`src/design/joystick_disc_mapper_unit_assert.svh`:
```
// Assertion macros for the joystick disc mapper.
// Depends on nothing; taken in by the top level.
`ifndef JOYSTICK_DISC_MAPPER_UNIT_ASSERT_SVH
`define JOYSTICK_DISC_MAPPER_UNIT_ASSERT_SVH

// Same-cycle implication, disabled in reset.
`define JDM_ASSERT_IMPLY(name, clk, rst, pre, post) \
   name: assert property (@(posedge clk) disable iff (rst) (pre) |-> (post)) \
      else $error("joystick_disc_mapper_unit: assertion failed");

// Next-cycle implication, disabled in reset.
`define JDM_ASSERT_NEXT(name, clk, rst, pre, post) \
   name: assert property (@(posedge clk) disable iff (rst) (pre) |=> (post)) \
      else $error("joystick_disc_mapper_unit: assertion failed");

`endif

```
`src/design/jdm_pkg.sv`:
```
// Shared types, constants and helpers for the joystick disc mapper.
// No dependencies.
package jdm_pkg;

   localparam int JDM_SAMPLE_BITS   = 12;
   localparam int JDM_CALIB_SAMPLES = 10;
   localparam int JDM_QUEUE_DEPTH   = 4;
   localparam int JDM_TILT_W        = 16;
   localparam int JDM_MAG_W         = 15;
   localparam int JDM_PROD_W        = 2 * JDM_MAG_W;
   localparam int JDM_ARG_W         = 29;
   localparam int JDM_Q14_SHIFT     = 15 - JDM_SAMPLE_BITS;

   localparam logic [JDM_MAG_W-1:0]  JDM_Q14_ONE        = JDM_MAG_W'(16384);
   localparam logic [JDM_ARG_W-1:0]  JDM_ROOT_ARG_ONE   = JDM_ARG_W'(1 << 28);
   localparam logic [JDM_TILT_W-1:0] JDM_DEADZONE_RESET = JDM_TILT_W'(328);

   typedef struct packed {
      logic [JDM_SAMPLE_BITS-1:0] horizontal_sample;
      logic [JDM_SAMPLE_BITS-1:0] vertical_sample;
      logic                       button_level;
   } jdm_req_type;

   typedef struct packed {
      logic signed [JDM_TILT_W-1:0] tilt_horizontal;
      logic signed [JDM_TILT_W-1:0] tilt_vertical;
      logic                         tilted;
      logic                         pressed_edge;
      logic                         released_edge;
      logic                         calibrating;
   } jdm_rsp_type;

   typedef struct packed {
      logic                 neg;
      logic [JDM_MAG_W-1:0] mag;
   } jdm_axis_type;

   typedef struct packed {
      logic         calibrating;
      logic         pressed_edge;
      logic         released_edge;
      jdm_axis_type horizontal;
      jdm_axis_type vertical;
   } jdm_entry_type;

   // Offset from centre in Q1.14, saturated to +-1.0.
   function automatic jdm_axis_type jdm_to_q14(input logic [JDM_SAMPLE_BITS-1:0] sample,
                                               input logic [JDM_SAMPLE_BITS-1:0] centre);
      jdm_axis_type               r;
      logic [JDM_SAMPLE_BITS-1:0] diff;
      logic [JDM_MAG_W-1:0]       scaled;
      r.neg  = sample < centre;
      diff   = r.neg ? centre - sample : sample - centre;
      scaled = JDM_MAG_W'(diff) << JDM_Q14_SHIFT;
      r.mag  = (scaled > JDM_Q14_ONE) ? JDM_Q14_ONE : scaled;
      return r;
   endfunction

endpackage

```
`src/design/joystick_disc_mapper_unit.sv`:
```
// Joystick disc mapper: in the back end a mapped sample is squared, rooted and scaled
// into the result register, a calibration sample goes there directly. A new sample is
// taken only once the last is in the result register, paced by the shared multiplier
// and the 15-step square roots. The last calibration sample holds input off while the
// centres are divided. Reset is synchronous and active high: calibration restarts, centres
// and edge history clear, the deadzone threshold returns to 328, queue and result empty.
`include "joystick_disc_mapper_unit_assert.svh"
module joystick_disc_mapper_unit import jdm_pkg::*; #(
   parameter int CALIB_SAMPLES = JDM_CALIB_SAMPLES,
   parameter int QUEUE_DEPTH   = JDM_QUEUE_DEPTH
) (
   input  logic                  clock,
   input  logic                  reset,
   input  logic                  req_push,
   output logic                  req_full,
   input  jdm_req_type           req_data,
   output logic                  rsp_empty,
   input  logic                  rsp_pop,
   output jdm_rsp_type           rsp_data,
   input  logic                  csr_write_enable,
   input  logic [JDM_TILT_W-1:0] csr_write_data
);

   logic [JDM_TILT_W-1:0] deadzone_ff, deadzone_in;
   logic                  q_push, q_full, q_pop, q_empty;
   jdm_entry_type         q_wr_data, q_rd_data;

   assign deadzone_in = csr_write_enable ? csr_write_data : deadzone_ff;

   always_ff @(posedge clock) begin
      if (reset) begin
         deadzone_ff <= JDM_DEADZONE_RESET;
      end else begin
         deadzone_ff <= deadzone_in;
      end
   end

   jdm_front #(
      .CALIB_SAMPLES (CALIB_SAMPLES)
   ) u_front (
      .clock    (clock),
      .reset    (reset),
      .req_push (req_push),
      .req_full (req_full),
      .req_data (req_data),
      .q_push   (q_push),
      .q_data   (q_wr_data),
      .q_full   (q_full)
   );

   jdm_queue #(
      .DEPTH (QUEUE_DEPTH)
   ) u_queue (
      .clock     (clock),
      .reset     (reset),
      .push      (q_push),
      .push_data (q_wr_data),
      .full      (q_full),
      .pop       (q_pop),
      .pop_data  (q_rd_data),
      .empty     (q_empty)
   );

   jdm_back u_back (
      .clock     (clock),
      .reset     (reset),
      .threshold (deadzone_ff),
      .q_empty   (q_empty),
      .q_data    (q_rd_data),
      .q_pop     (q_pop),
      .rsp_empty (rsp_empty),
      .rsp_data  (rsp_data),
      .rsp_pop   (rsp_pop)
   );

   `JDM_ASSERT_IMPLY(a_calib_no_tilt, clock, reset, !rsp_empty && rsp_data.calibrating,
                     rsp_data.tilt_horizontal == '0 && rsp_data.tilt_vertical == '0
                     && !rsp_data.tilted)
   `JDM_ASSERT_IMPLY(a_edges_exclusive, clock, reset, !rsp_empty,
                     !(rsp_data.pressed_edge && rsp_data.released_edge))
   `JDM_ASSERT_IMPLY(a_tilt_range, clock, reset, !rsp_empty,
                     rsp_data.tilt_horizontal >= -16'sd16384
                     && rsp_data.tilt_horizontal <= 16'sd16384
                     && rsp_data.tilt_vertical >= -16'sd16384
                     && rsp_data.tilt_vertical <= 16'sd16384)
   `JDM_ASSERT_IMPLY(a_queue_no_overflow, clock, reset, q_push, !q_full)
   `JDM_ASSERT_NEXT(a_pop_taken, clock, reset, q_pop, !q_empty || !q_pop)

endmodule

```
`src/design/jdm_front.sv`:
```
// Front end: takes samples, runs centre calibration and the centre division,
// turns later samples into Q1.14 offsets and detects button edges. Uses jdm_pkg.
module jdm_front import jdm_pkg::*; #(
   parameter int CALIB_SAMPLES = JDM_CALIB_SAMPLES
) (
   input  logic          clock,
   input  logic          reset,
   input  logic          req_push,
   output logic          req_full,
   input  jdm_req_type   req_data,
   output logic          q_push,
   output jdm_entry_type q_data,
   input  logic          q_full
);

   localparam int CNT_W       = $clog2(CALIB_SAMPLES + 1);
   localparam int SUM_W       = JDM_SAMPLE_BITS + $clog2(CALIB_SAMPLES);
   localparam int RECIP_SHIFT = SUM_W + $clog2(CALIB_SAMPLES);
   localparam int PROD_W      = 2 * SUM_W + 1;

   localparam logic [CNT_W-1:0] CALIB_LAST = CNT_W'(CALIB_SAMPLES);
   localparam logic [SUM_W-1:0] ROUND_HALF = SUM_W'(CALIB_SAMPLES / 2);
   // ceil(2^RECIP_SHIFT / CALIB_SAMPLES): exact quotient for any sum below 2^SUM_W
   localparam logic [SUM_W:0]   RECIP      =
      (SUM_W + 1)'(((1 << RECIP_SHIFT) + CALIB_SAMPLES - 1) / CALIB_SAMPLES);

   localparam logic F_RUN    = 1'b0;
   localparam logic F_DIVIDE = 1'b1;

   logic                       state_ff, state_in;
   logic [CNT_W-1:0]           count_ff, count_in;
   logic [SUM_W-1:0]           hsum_ff, hsum_in, vsum_ff, vsum_in;
   logic [JDM_SAMPLE_BITS-1:0] hcentre_ff, hcentre_in, vcentre_ff, vcentre_in;
   logic                       was_pressed_ff, was_pressed_in;

   logic                       accept, calib, pressed;
   logic [SUM_W-1:0]           hsum_add, vsum_add;
   logic [PROD_W-1:0]          hprod, vprod;

   assign req_full = (state_ff != F_RUN) || q_full;
   assign accept   = req_push && !req_full;
   assign calib    = count_ff != CALIB_LAST;
   assign pressed  = !req_data.button_level;
   assign hsum_add = hsum_ff + SUM_W'(req_data.horizontal_sample);
   assign vsum_add = vsum_ff + SUM_W'(req_data.vertical_sample);
   assign hprod    = PROD_W'(hsum_ff) * PROD_W'(RECIP);
   assign vprod    = PROD_W'(vsum_ff) * PROD_W'(RECIP);

   assign q_push               = accept;
   assign q_data.calibrating   = calib;
   assign q_data.pressed_edge  = pressed && !was_pressed_ff;
   assign q_data.released_edge = !pressed && was_pressed_ff;
   assign q_data.horizontal    = jdm_to_q14(req_data.horizontal_sample, hcentre_ff);
   assign q_data.vertical      = jdm_to_q14(req_data.vertical_sample, vcentre_ff);

   always_comb begin
      state_in       = state_ff;
      count_in       = count_ff;
      hsum_in        = hsum_ff;
      vsum_in        = vsum_ff;
      hcentre_in     = hcentre_ff;
      vcentre_in     = vcentre_ff;
      was_pressed_in = accept ? pressed : was_pressed_ff;
      case (state_ff)
         F_RUN: begin
            if (accept && calib) begin
               count_in = count_ff + CNT_W'(1);
               hsum_in  = hsum_add;
               vsum_in  = vsum_add;
               if (count_ff + CNT_W'(1) == CALIB_LAST) begin
                  hsum_in  = hsum_add + ROUND_HALF;
                  vsum_in  = vsum_add + ROUND_HALF;
                  state_in = F_DIVIDE;
               end
            end
         end
         F_DIVIDE: begin
            hcentre_in = hprod[RECIP_SHIFT +: JDM_SAMPLE_BITS];
            vcentre_in = vprod[RECIP_SHIFT +: JDM_SAMPLE_BITS];
            state_in   = F_RUN;
         end
         default: state_in = F_RUN;
      endcase
   end

   always_ff @(posedge clock) begin
      if (reset) begin
         state_ff       <= F_RUN;
         count_ff       <= '0;
         hsum_ff        <= '0;
         vsum_ff        <= '0;
         hcentre_ff     <= '0;
         vcentre_ff     <= '0;
         was_pressed_ff <= 1'b0;
      end else begin
         state_ff       <= state_in;
         count_ff       <= count_in;
         hsum_ff        <= hsum_in;
         vsum_ff        <= vsum_in;
         hcentre_ff     <= hcentre_in;
         vcentre_ff     <= vcentre_in;
         was_pressed_ff <= was_pressed_in;
      end
   end

endmodule

```
`src/design/jdm_queue.sv`:
```
// Short queue of classified transactions between front and back end.
// Uses jdm_pkg for the entry type.
module jdm_queue import jdm_pkg::*; #(
   parameter int DEPTH = JDM_QUEUE_DEPTH
) (
   input  logic          clock,
   input  logic          reset,
   input  logic          push,
   input  jdm_entry_type push_data,
   output logic          full,
   input  logic          pop,
   output jdm_entry_type pop_data,
   output logic          empty
);

   localparam int PTR_W = $clog2(DEPTH);
   localparam int CNT_W = $clog2(DEPTH + 1);
   localparam logic [PTR_W-1:0] PTR_LAST = PTR_W'(DEPTH - 1);

   jdm_entry_type    entries_ff [DEPTH];
   logic [PTR_W-1:0] wr_ptr_ff, wr_ptr_in, rd_ptr_ff, rd_ptr_in;
   logic [CNT_W-1:0] count_ff, count_in;
   logic             do_push, do_pop;

   assign full     = count_ff == CNT_W'(DEPTH);
   assign empty    = count_ff == '0;
   assign do_push  = push && !full;
   assign do_pop   = pop && !empty;
   assign pop_data = entries_ff[rd_ptr_ff];

   always_comb begin
      wr_ptr_in = wr_ptr_ff;
      rd_ptr_in = rd_ptr_ff;
      count_in  = count_ff;
      if (do_push) begin
         wr_ptr_in = (wr_ptr_ff == PTR_LAST) ? '0 : wr_ptr_ff + PTR_W'(1);
      end
      if (do_pop) begin
         rd_ptr_in = (rd_ptr_ff == PTR_LAST) ? '0 : rd_ptr_ff + PTR_W'(1);
      end
      if (do_push && !do_pop) begin
         count_in = count_ff + CNT_W'(1);
      end else if (do_pop && !do_push) begin
         count_in = count_ff - CNT_W'(1);
      end
   end

   always_ff @(posedge clock) begin
      if (reset) begin
         wr_ptr_ff <= '0;
         rd_ptr_ff <= '0;
         count_ff  <= '0;
      end else begin
         wr_ptr_ff <= wr_ptr_in;
         rd_ptr_ff <= rd_ptr_in;
         count_ff  <= count_in;
      end
   end

   always_ff @(posedge clock) begin
      if (do_push) begin
         entries_ff[wr_ptr_ff] <= push_data;
      end
   end

endmodule

```
`src/design/jdm_isqrt.sv`:
```
// Digit-by-digit integer square root, one result bit per cycle.
// Uses jdm_pkg for widths.
module jdm_isqrt import jdm_pkg::*; (
   input  logic                 clock,
   input  logic                 reset,
   input  logic                 start,
   input  logic [JDM_ARG_W-1:0] arg,
   output logic                 busy,
   output logic [JDM_MAG_W-1:0] root
);

   logic [JDM_ARG_W-1:0] rem_ff, rem_in, bit_ff, bit_in;
   logic [JDM_ARG_W:0]   root_ff, root_in, trial;
   logic                 busy_ff, busy_in, ge;

   assign trial = root_ff + (JDM_ARG_W + 1)'(bit_ff);
   assign ge    = {1'b0, rem_ff} >= trial;
   assign busy  = busy_ff;
   assign root  = root_ff[JDM_MAG_W-1:0];

   always_comb begin
      rem_in  = rem_ff;
      root_in = root_ff;
      bit_in  = bit_ff;
      busy_in = busy_ff;
      if (start) begin
         rem_in  = arg;
         root_in = '0;
         bit_in  = JDM_ROOT_ARG_ONE;
         busy_in = 1'b1;
      end else if (busy_ff) begin
         if (ge) begin
            rem_in  = rem_ff - trial[JDM_ARG_W-1:0];
            root_in = (root_ff >> 1) + (JDM_ARG_W + 1)'(bit_ff);
         end else begin
            root_in = root_ff >> 1;
         end
         bit_in  = bit_ff >> 2;
         busy_in = !bit_ff[0];
      end
   end

   always_ff @(posedge clock) begin
      if (reset) begin
         busy_ff <= 1'b0;
      end else begin
         busy_ff <= busy_in;
      end
   end

   always_ff @(posedge clock) begin
      rem_ff  <= rem_in;
      root_ff <= root_in;
      bit_ff  <= bit_in;
   end

endmodule

```
`src/design/jdm_back.sv`:
```
// Back end: disc mapping with one shared multiplier and two root units,
// deadzone test and the result register. Uses jdm_pkg and jdm_isqrt.
module jdm_back import jdm_pkg::*; (
   input  logic                  clock,
   input  logic                  reset,
   input  logic [JDM_TILT_W-1:0] threshold,
   input  logic                  q_empty,
   input  jdm_entry_type         q_data,
   output logic                  q_pop,
   output logic                  rsp_empty,
   output jdm_rsp_type           rsp_data,
   input  logic                  rsp_pop
);

   localparam logic [2:0] B_IDLE  = 3'd0;
   localparam logic [2:0] B_SQH   = 3'd1;
   localparam logic [2:0] B_SQV   = 3'd2;
   localparam logic [2:0] B_START = 3'd3;
   localparam logic [2:0] B_ROOT  = 3'd4;
   localparam logic [2:0] B_MULH  = 3'd5;
   localparam logic [2:0] B_MULV  = 3'd6;
   localparam logic [2:0] B_OUT   = 3'd7;

   logic [2:0]            state_ff, state_in;
   jdm_entry_type         entry_ff, entry_in;
   logic [JDM_PROD_W-1:0] sq_h_ff, sq_h_in, sq_v_ff, sq_v_in;
   logic [JDM_MAG_W-1:0]  th_mag_ff, th_mag_in, tv_mag_ff, tv_mag_in;
   logic                  out_valid_ff, out_valid_in;
   jdm_rsp_type           out_ff, out_in;

   logic [JDM_MAG_W-1:0]  mul_a, mul_b, root_h, root_v, th_mag, tv_mag;
   logic [JDM_PROD_W-1:0] mul_prod;
   logic [JDM_ARG_W-1:0]  arg_h, arg_v;
   logic                  start, busy_h, busy_v, out_free;
   logic [JDM_TILT_W:0]   tilt_sum;
   jdm_rsp_type           result;

   // h' takes its root from v, v' from h.
   assign arg_h = JDM_ROOT_ARG_ONE - JDM_ARG_W'(sq_v_ff >> 1);
   assign arg_v = JDM_ROOT_ARG_ONE - JDM_ARG_W'(sq_h_ff >> 1);
   assign start = state_ff == B_START;

   jdm_isqrt u_root_h (
      .clock (clock),
      .reset (reset),
      .start (start),
      .arg   (arg_h),
      .busy  (busy_h),
      .root  (root_h)
   );

   jdm_isqrt u_root_v (
      .clock (clock),
      .reset (reset),
      .start (start),
      .arg   (arg_v),
      .busy  (busy_v),
      .root  (root_v)
   );

   always_comb begin
      case (state_ff)
         B_SQH: begin
            mul_a = entry_ff.horizontal.mag;
            mul_b = entry_ff.horizontal.mag;
         end
         B_SQV: begin
            mul_a = entry_ff.vertical.mag;
            mul_b = entry_ff.vertical.mag;
         end
         B_MULH: begin
            mul_a = entry_ff.horizontal.mag;
            mul_b = root_h;
         end
         B_MULV: begin
            mul_a = entry_ff.vertical.mag;
            mul_b = root_v;
         end
         default: begin
            mul_a = '0;
            mul_b = '0;
         end
      endcase
   end

   assign mul_prod = JDM_PROD_W'(mul_a) * JDM_PROD_W'(mul_b);

   assign th_mag   = entry_ff.calibrating ? '0 : th_mag_ff;
   assign tv_mag   = entry_ff.calibrating ? '0 : tv_mag_ff;
   assign tilt_sum = (JDM_TILT_W + 1)'(th_mag) + (JDM_TILT_W + 1)'(tv_mag);

   always_comb begin
      result.tilt_horizontal = entry_ff.horizontal.neg ? -JDM_TILT_W'(th_mag)
                                                       : JDM_TILT_W'(th_mag);
      result.tilt_vertical   = entry_ff.vertical.neg ? -JDM_TILT_W'(tv_mag)
                                                     : JDM_TILT_W'(tv_mag);
      result.tilted          = !entry_ff.calibrating
                               && (tilt_sum > (JDM_TILT_W + 1)'(threshold));
      result.pressed_edge    = entry_ff.pressed_edge;
      result.released_edge   = entry_ff.released_edge;
      result.calibrating     = entry_ff.calibrating;
   end

   assign out_free  = !out_valid_ff || rsp_pop;
   assign rsp_empty = !out_valid_ff;
   assign rsp_data  = out_ff;
   assign q_pop     = (state_ff == B_IDLE) && !q_empty;

   always_comb begin
      state_in     = state_ff;
      entry_in     = entry_ff;
      sq_h_in      = sq_h_ff;
      sq_v_in      = sq_v_ff;
      th_mag_in    = th_mag_ff;
      tv_mag_in    = tv_mag_ff;
      out_in       = out_ff;
      out_valid_in = out_valid_ff && !rsp_pop;
      case (state_ff)
         B_IDLE: begin
            if (!q_empty) begin
               entry_in = q_data;
               state_in = q_data.calibrating ? B_OUT : B_SQH;
            end
         end
         B_SQH: begin
            sq_h_in  = mul_prod;
            state_in = B_SQV;
         end
         B_SQV: begin
            sq_v_in  = mul_prod;
            state_in = B_START;
         end
         B_START: state_in = B_ROOT;
         B_ROOT: begin
            if (!busy_h && !busy_v) begin
               state_in = B_MULH;
            end
         end
         B_MULH: begin
            th_mag_in = mul_prod[2*JDM_MAG_W-2:JDM_MAG_W-1];
            state_in  = B_MULV;
         end
         B_MULV: begin
            tv_mag_in = mul_prod[2*JDM_MAG_W-2:JDM_MAG_W-1];
            state_in  = B_OUT;
         end
         B_OUT: begin
            if (out_free) begin
               out_in       = result;
               out_valid_in = 1'b1;
               state_in     = B_IDLE;
            end
         end
         default: state_in = B_IDLE;
      endcase
   end

   always_ff @(posedge clock) begin
      if (reset) begin
         state_ff     <= B_IDLE;
         out_valid_ff <= 1'b0;
      end else begin
         state_ff     <= state_in;
         out_valid_ff <= out_valid_in;
      end
   end

   always_ff @(posedge clock) begin
      entry_ff  <= entry_in;
      sq_h_ff   <= sq_h_in;
      sq_v_ff   <= sq_v_in;
      th_mag_ff <= th_mag_in;
      tv_mag_ff <= tv_mag_in;
      out_ff    <= out_in;
   end

endmodule

```
`config.mk`:
```
export PLATFORM = sky130hd
export DESIGN_NAME = joystick_disc_mapper_unit
export DESIGN_NICKNAME = d
export VERILOG_FILES = /design/src/design/jdm_pkg.sv /design/src/design/joystick_disc_mapper_unit.sv /design/src/design/jdm_front.sv /design/src/design/jdm_queue.sv /design/src/design/jdm_isqrt.sv /design/src/design/jdm_back.sv
export VERILOG_INCLUDE_DIRS = /design/src /design/src/design
export SDC_FILE = /design/constraint.sdc
export NUM_CORES = 2
export LEC_CHECK = 0
export BUFFER_PORTS_ARGS = -buffer_cell sky130_fd_sc_hd__buf_2
export CAP_MARGIN = 5
export CORE_AREA = 2 2 281 283
export DETAILED_ROUTE_END_ITERATION = 7
export DIE_AREA = 0 0 283 285
export PLACE_DENSITY = 0.78
export SLEW_MARGIN = 0
export SYNTH_ARGS = -nofsm -noshare
export SYNTH_HDL_FRONTEND = slang
export SYNTH_SLANG_ARGS = --single-unit
```
`constraint.sdc`:
```
create_clock -name clock -period 7.6 [get_ports clock]
set_input_delay 0.38 -clock clock [delete_from_list [all_inputs] [get_ports clock]]
set_output_delay 0.38 -clock clock [all_outputs]
set_load 0.02 [all_outputs]
```
=== After elaboration in Yosys (flattened, before gate mapping) ===
Memories as Yosys holds them, arrays and structs flattened. A register that Yosys moved wholly into a read port is not among the register bits.
Index checks and enable logic that the tools add are counted.

* Flip-flop bits (word level): 400
* Memory bits (writable): 140
* Input bits: 46
* Output and inout bits: 38
* Word-level logic and storage cells: 177
* Memories kept: 1

{| class="wikitable"
|+ Memory list
! name !! words !! bits a word !! rd ports !! clocked after memory_dff !! write ports !! RTL line !! source
|-
| u_queue.entries_ff || 4 || 35 || 1 || 1 || 1 || jdm_queue.sv:20 || <nowiki>jdm_entry_type entries_ff [DEPTH];</nowiki>
|}

* Add/subtract/negate cells: 24
* $mul: 3
* Order comparisons: 7
* Eq/ne operators: 15
* Mux-type cells: 42
* Bitwise logic cells: 2
* Reductions and logical operators: 43

{| class="wikitable"
|+ Operators with widths
! cell !! number
|-
| $mux W29 || 6
|-
| $mux W15 || 6
|-
| $mul A16 B16 Y31 const B || 2
|-
| $add A29 B29 Y30 || 2
|-
| $add A30 B29 Y30 || 2
|-
| $ge A29 B30 Y1 || 2
|-
| $mux W30 || 2
|-
| $pmux W15 S4 || 1
|-
| $sub A29 B29 Y29 || 2
|-
| $sub A29 B29 Y29 const A || 2
|-
| $sub A12 B12 Y12 || 4
|-
| $add A16 B12 Y16 || 2
|-
| $add A16 B3 Y16 const B || 2
|-
| $mux W16 || 2
|-
| $neg A15 Y16 || 2
|-
| $gt A15 B15 Y1 const B || 2
|-
| $mul A15 B15 Y30 || 1
|-
| $pmux W15 S2 || 1
|-
| $lt A12 B12 Y1 || 2
|-
| $mux W12 || 2
|-
| $pmux W3 S8 || 1
|-
| $mux W3 || 6
|-
| $gt A17 B16 Y1 || 1
|-
| $add A15 B15 Y16 || 1
|-
| other kinds (24) || 80
|}

=== Longest topological paths before layout ===
* Word-level depth: 9
* Mapped depth: 30
* Gate-level depth less buffers: 27

=== Cells and area by module ===
Synthesis repeated with hierarchy kept, for this count alone.

* Cells, all modules: 5130
* Area, all modules: 49688.9 µm²

{| class="wikitable"
|+ By module, submodules not included
! module !! times used !! cells each !! area an instance (µm²) !! sequential area each (µm²)
|-
| jdm_back || 1 || 1540 || 15506.1 || 4854.7
|-
| jdm_front || 1 || 1779 || 15238.4 || 1241.2
|-
| jdm_isqrt || 2 || 763 || 6411.1 || 1791.7
|-
| jdm_queue || 1 || 233 || 5536.6 || 4384.2
|-
| joystick_disc_mapper_unit || 1 || 52 || 585.6 || 320.3
|}

=== Worst setup path before layout ===
OpenSTA, ideal clock, no wires.

* Path kind: reg-to-reg
* From: reg u_back.state_ff[1]
* To: reg u_back.sq_h_ff[28], data pin
* Library setup time: 272 ps
* Data arrival time: 7210 ps
* Data required time: 7328 ps
* Slack: 119 ps
* Cell stages (with the launch flop): 29
* Buffers on the path: 2
* Clock period less this slack: 7481 ps
* Cell sequence: dfxtp_1 -> clkbuf_1 -> inv_1 -> nor3_1 -> a22oi_1 -> clkbuf_1 -> nor2_1 -> fa_1 -> inv_1 -> fa_1 -> inv_1 -> fa_1 -> inv_1 -> fa_1 -> inv_1 -> fa_1 -> inv_1 -> fa_1 -> inv_1 -> ha_1 -> nor4_1 -> o21ai_0 -> a31oi_1 -> a21oi_1 -> a221oi_1 -> a21oi_1 -> o21a_1 -> nor2_1 -> xnor2_1

* Word-level cells in the longest chain between the ends: 4
* Elaborated cells between the ends (all ways): 9
* Classes of those cells: mul (1); eq/ne (4); mux (2); reduce/logical (2)

{| class="wikitable"
|+ Ends and longest elaborated chain
! element !! RTL line !! source
|-
| start: declaration || jdm_back.sv:24 || <nowiki>logic [2:0] state_ff, state_in;</nowiki>
|-
| start signal: assignment || jdm_back.sv:163 || <nowiki>state_ff <= state_in;</nowiki>
|-
| $eq A3 B2 Y1 (tied with other cells) || jdm_back.sv:62 || <nowiki>case (state_ff)</nowiki>
|-
| $reduce_or A2 Y1 (no source line) || - ||
|-
| $pmux W15 S2 || jdm_back.sv:62 ||
|-
| $mul A15 B15 Y30 (*) || jdm_back.sv:86 || <nowiki>assign mul_prod = JDM_PROD_W'(mul_a) * JDM_PROD_W'(mul_b);</nowiki>
|-
| net u_back.mul_prod[28] || jdm_back.sv:32 || <nowiki>logic [JDM_PROD_W-1:0] mul_prod;</nowiki>
|-
| end signal: assignment || jdm_back.sv:170 || <nowiki>sq_h_ff <= sq_h_in;</nowiki>
|-
| end: declaration || jdm_back.sv:26 || <nowiki>logic [JDM_PROD_W-1:0] sq_h_ff, sq_h_in, sq_v_ff, sq_v_in;</nowiki>
|}

The timed path passes the listed nets; every way through them passes the cells marked *.
A chain may end at the register's enable or synchronous reset.

=== Worst setup path in the final report ===
* From: reg u_back.state_ff[1]
* To: reg u_back.sq_v_ff[28], data pin

* Word-level cells in the longest chain between the ends: 4
* Elaborated cells between the ends (all ways): 9
* Classes of those cells: mul (1); eq/ne (4); mux (2); reduce/logical (2)

{| class="wikitable"
|+ Ends and longest elaborated chain
! element !! RTL line !! source
|-
| $eq A3 B2 Y1 (tied with other cells) || jdm_back.sv:62 ||
|-
| $reduce_or A2 Y1 (no source line) || - ||
|-
| $pmux W15 S2 || jdm_back.sv:62 ||
|-
| $mul A15 B15 Y30 (*) || jdm_back.sv:86 ||
|-
| net u_back.mul_prod[28] || jdm_back.sv:32 ||
|-
| end signal: assignment || jdm_back.sv:171 || <nowiki>sq_v_ff <= sq_v_in;</nowiki>
|-
| end: declaration || jdm_back.sv:26 ||
|}

Marked as above.

==> out/metrics.yaml <==
yosys:
  synth-seq-area-share_pct: 29.4
  synth_area_um2: 45500
  synth_top_family_by_area: "adder cells"
  ys_ff_latch: 506
  synth-compound-area-share_pct: 13.5
  synthSimpleGateAreaFrac_pct: 11.7
  netlist_instances: 4684
  synth_ff_type: "edfxtp_1"
  async_reset_ff_share_pct: 0
  synth-warning-count: 0
  synthMuxAreaShare_pct: 3.67
  synth_fa_ha_area_share_pct: 29.1
  synthXorXnorAreaFrac_pct: 6.53
  synth_nets: 5609
  ys_types: 89
  synth.avg_cell_area_um2: 9.71
  synth_edf_count: 323
min_path:
  whs_path_depth: 3
  hold_end: "deadzone_ff[9]"
  hold_start: "csr_write_data[9]"
  hp-class: "in2reg"
drt:
  drt_wl_total_mm: 112
  vias: 34600
  drc: 0
  wl_per_cell_um: 19.0
  firstDrtPassIters: 5
  route.antenna.remaining_nets: 0
  viasPerCell: 5.88
  drt_first_iter_violations: 2493
clocking:
  cts_buffer_depth: 3
  root_buffer: "clkbuf_16"
  clk_latency_ns: 0.64
  cts_buffers: 56
  post_cts_buffers: 0
  cts_max_level: 2
  clk_pin_slew_ns: 0.06
  cts_tree: "yes"
  cts_sinks: 506
layout:
  layout.nets: 5699
  fillers: 6269
  regArea_um2: 13400
  multi_input_area_um2: 29400
  antenna_cells: 0
  final_cells: 5872
  area_growth_pct: 8.46
  drive_above_1_share_pct: 7.38
placement:
  portBuffers: 83
  dp_cells: 5753
  gp_congestion: 0.964
  dp_hpwl_mm: 86.3
timing:
  fin_skew_ns: 0.0359
  setup_viol: 0
  worst_pin_slew_ns: 1.18
  drv_slew: 0
  hold_viol: 0
  grt_setup_unrepaired: "no"
  finalSetupTns_ns: 0
  max_freq_ghz: 0.137
  period_needed_ns: 7.30
  slew_headroom_pct: 21.4
  period_share_pct: 96.0
global_routing:
  use_met3_pct: 3.83
  grt.busiest_layer: "met2"
  antenna_found_initial: 1
  overflow: 0
  use_met2_pct: 46.3
  grt_pass1_vias: 34300
  grt_max_degree: 86
  grt_pass1_wl_mm: 180
  grt_use_met1_pct: 36.9
  grt_use_total_pct: 27.6
floorplan:
  num_rows: 103
  ios: 84
  core_um2: 78000
  initial_core_util_pct: 58.3
  die_area_um2: 80700
  die_w_um: 283
  die-height_um: 285
run:
  maxCapViolCount: 0
setup_path:
  cp-end-kind: "register"
  r2r-end: "u_back.sq_v_ff[28]"
  crit_path_max_incr_delay_ns: 0.53
  required_ns: 7.99
  r2r_setup_slack_ns: 0.30
  worst_r2r_path_depth: 28
  crit_top_cell: "inv_1"
  crit_start: "u_back.state_ff[1]"
  start_kind: "register"
  cp_slowest_cell: "fa_1"
  crit_fanout: 27
  rr_startpoint: "u_back.state_ff[1]"
  cp.arrival_ns: 7.69
  crit_type: "reg2reg"
run_status:
  status: "complete, no violations"
==> final cells by class <==
class,instances,share of cell area (%)
clock buffer,64,2.90
tap,1050,2.66
clock inverter,42,0.906
multi-input combinational,3444,59.6
sequential,506,27.1
timing repair buffer,173,2.31
inverter,593,4.51
==> critical path: cells and delay by family (launching register included) <==
family                   cells  cell delay (ns)
flip-flops                   1             0.34
XOR/XNOR                     1             0.23
AO/OA/AOI/OAI                8             1.88
AND/OR/NAND/NOR              4             0.61
adder cells (fa/ha/maj)      7             3.28
buffers and inverters        8             0.70
==> metal layers <==
layer	share of wire [%]	up-vias	wire length (um)
met5	0	-	0
met4	3.5	0	3910
met2	47	1127	52600
met3	6.5	195	7310
li1	-	16500	-
met1	43	16700	47700
==> layout by cell type, fill, tap and decap left out, types with 60 or more instances in the layout <==
cell      synthesis  routed
mux2i_1          87      87
edfxtp_1        323     323
a21o_1           72      72
inv_1           591     591
nor2b_1          72      70
xor2_1          141     141
xnor2_1         196     196
nand3_1          61      60
buf_4             1      77
buf_2            12      82
fa_1            300     300
o21ai_0         222     216
ha_1            579     579
a21oi_1         248     247
nand2_1         272     272
dfxtp_1         183     180
nor2_1          435     434
nor3_1           90      88
==> flip-flops by register name, summed over array words and instances (netlist names), 16 cells and up, named ones only <==
register / cells
u_back.u_root_v.rem_ff: 29
u_back.u_root_h.root_ff: 30
u_back.sq_h_ff: 27
u_front.hsum_ff: 16
u_back.rsp_data: 36
u_back.u_root_v.root_ff: 30
deadzone_ff: 16
u_back.entry_ff: 29
u_back.u_root_h.rem_ff: 29
u_back.sq_v_ff: 27
u_front.vsum_ff: 16
u_queue.entries_ff: 116
==> what timing repair did <==
action	in CTS	in global routing
gates resized for setup	0	8
endpoints found under the hold margin	13	0
hold buffers	13	0
setup endpoints to repair	0	12
==> worst max-delay path by stage <==
stage	to	cells after the start
2_1_floorplan	u_back.sq_h_ff[28]	28
3_3_place_gp	u_back.th_mag_ff[14]	24
3_5_place_dp	u_back.tv_mag_ff[14]	28
4_1_cts	u_back.sq_v_ff[28]	28
5_1_grt	u_back.sq_v_ff[28]	26
6_report	u_back.sq_v_ff[28]	28
==> cell usage after synthesis (all sizes together) (39+ instances only) <==
cell | n | area (um^2)
o21bai | 39 | 293
dfxtp | 183 | 3660
xnor2 | 197 | 1730
a21o | 72 | 541
mux2i | 87 | 871
nor2 | 435 | 1630
o21ai | 231 | 1160
edfxtp | 323 | 9700
clkbuf | 116 | 435
inv | 591 | 2220
a211oi | 59 | 458
a31oi | 55 | 344
xor2 | 141 | 1230
nor3 | 91 | 460
ha | 579 | 7240
a21oi | 248 | 1240
nor2b | 72 | 450
nand2 | 272 | 1020
nand3 | 61 | 305
fa | 300 | 6010
or3 | 46 | 293
==> metrics by stage <==
step	hold slack (ns)	setup WS, ns	cell area (um^2)	utilization, %
4_1_cts	0.00271	0.113	49300	63.2
2_1_floorplan	0.400	0.119	45500	-
3_5_place_dp	0.406	0.154	47300	60.7
5_1_grt	0.0185	0.0100	49300	63.3
6_report	0.0335	0.302	49300	63.3
3_3_place_gp	0.405	0.485	47300	60.7
==> logic make-up after synthesis <==
group / after synthesis
AO/OA/AOI/OAI: 950
XOR/XNOR: 338
adder cells (fa/ha/maj): 879
buffers and inverters: 734
flip-flops: 506
multiplexers: 129
AND/OR/NAND/NOR: 1148
Power is not shown: default switching activity piles up to over one toggle a cycle in this logic, so the estimate is an artifact.
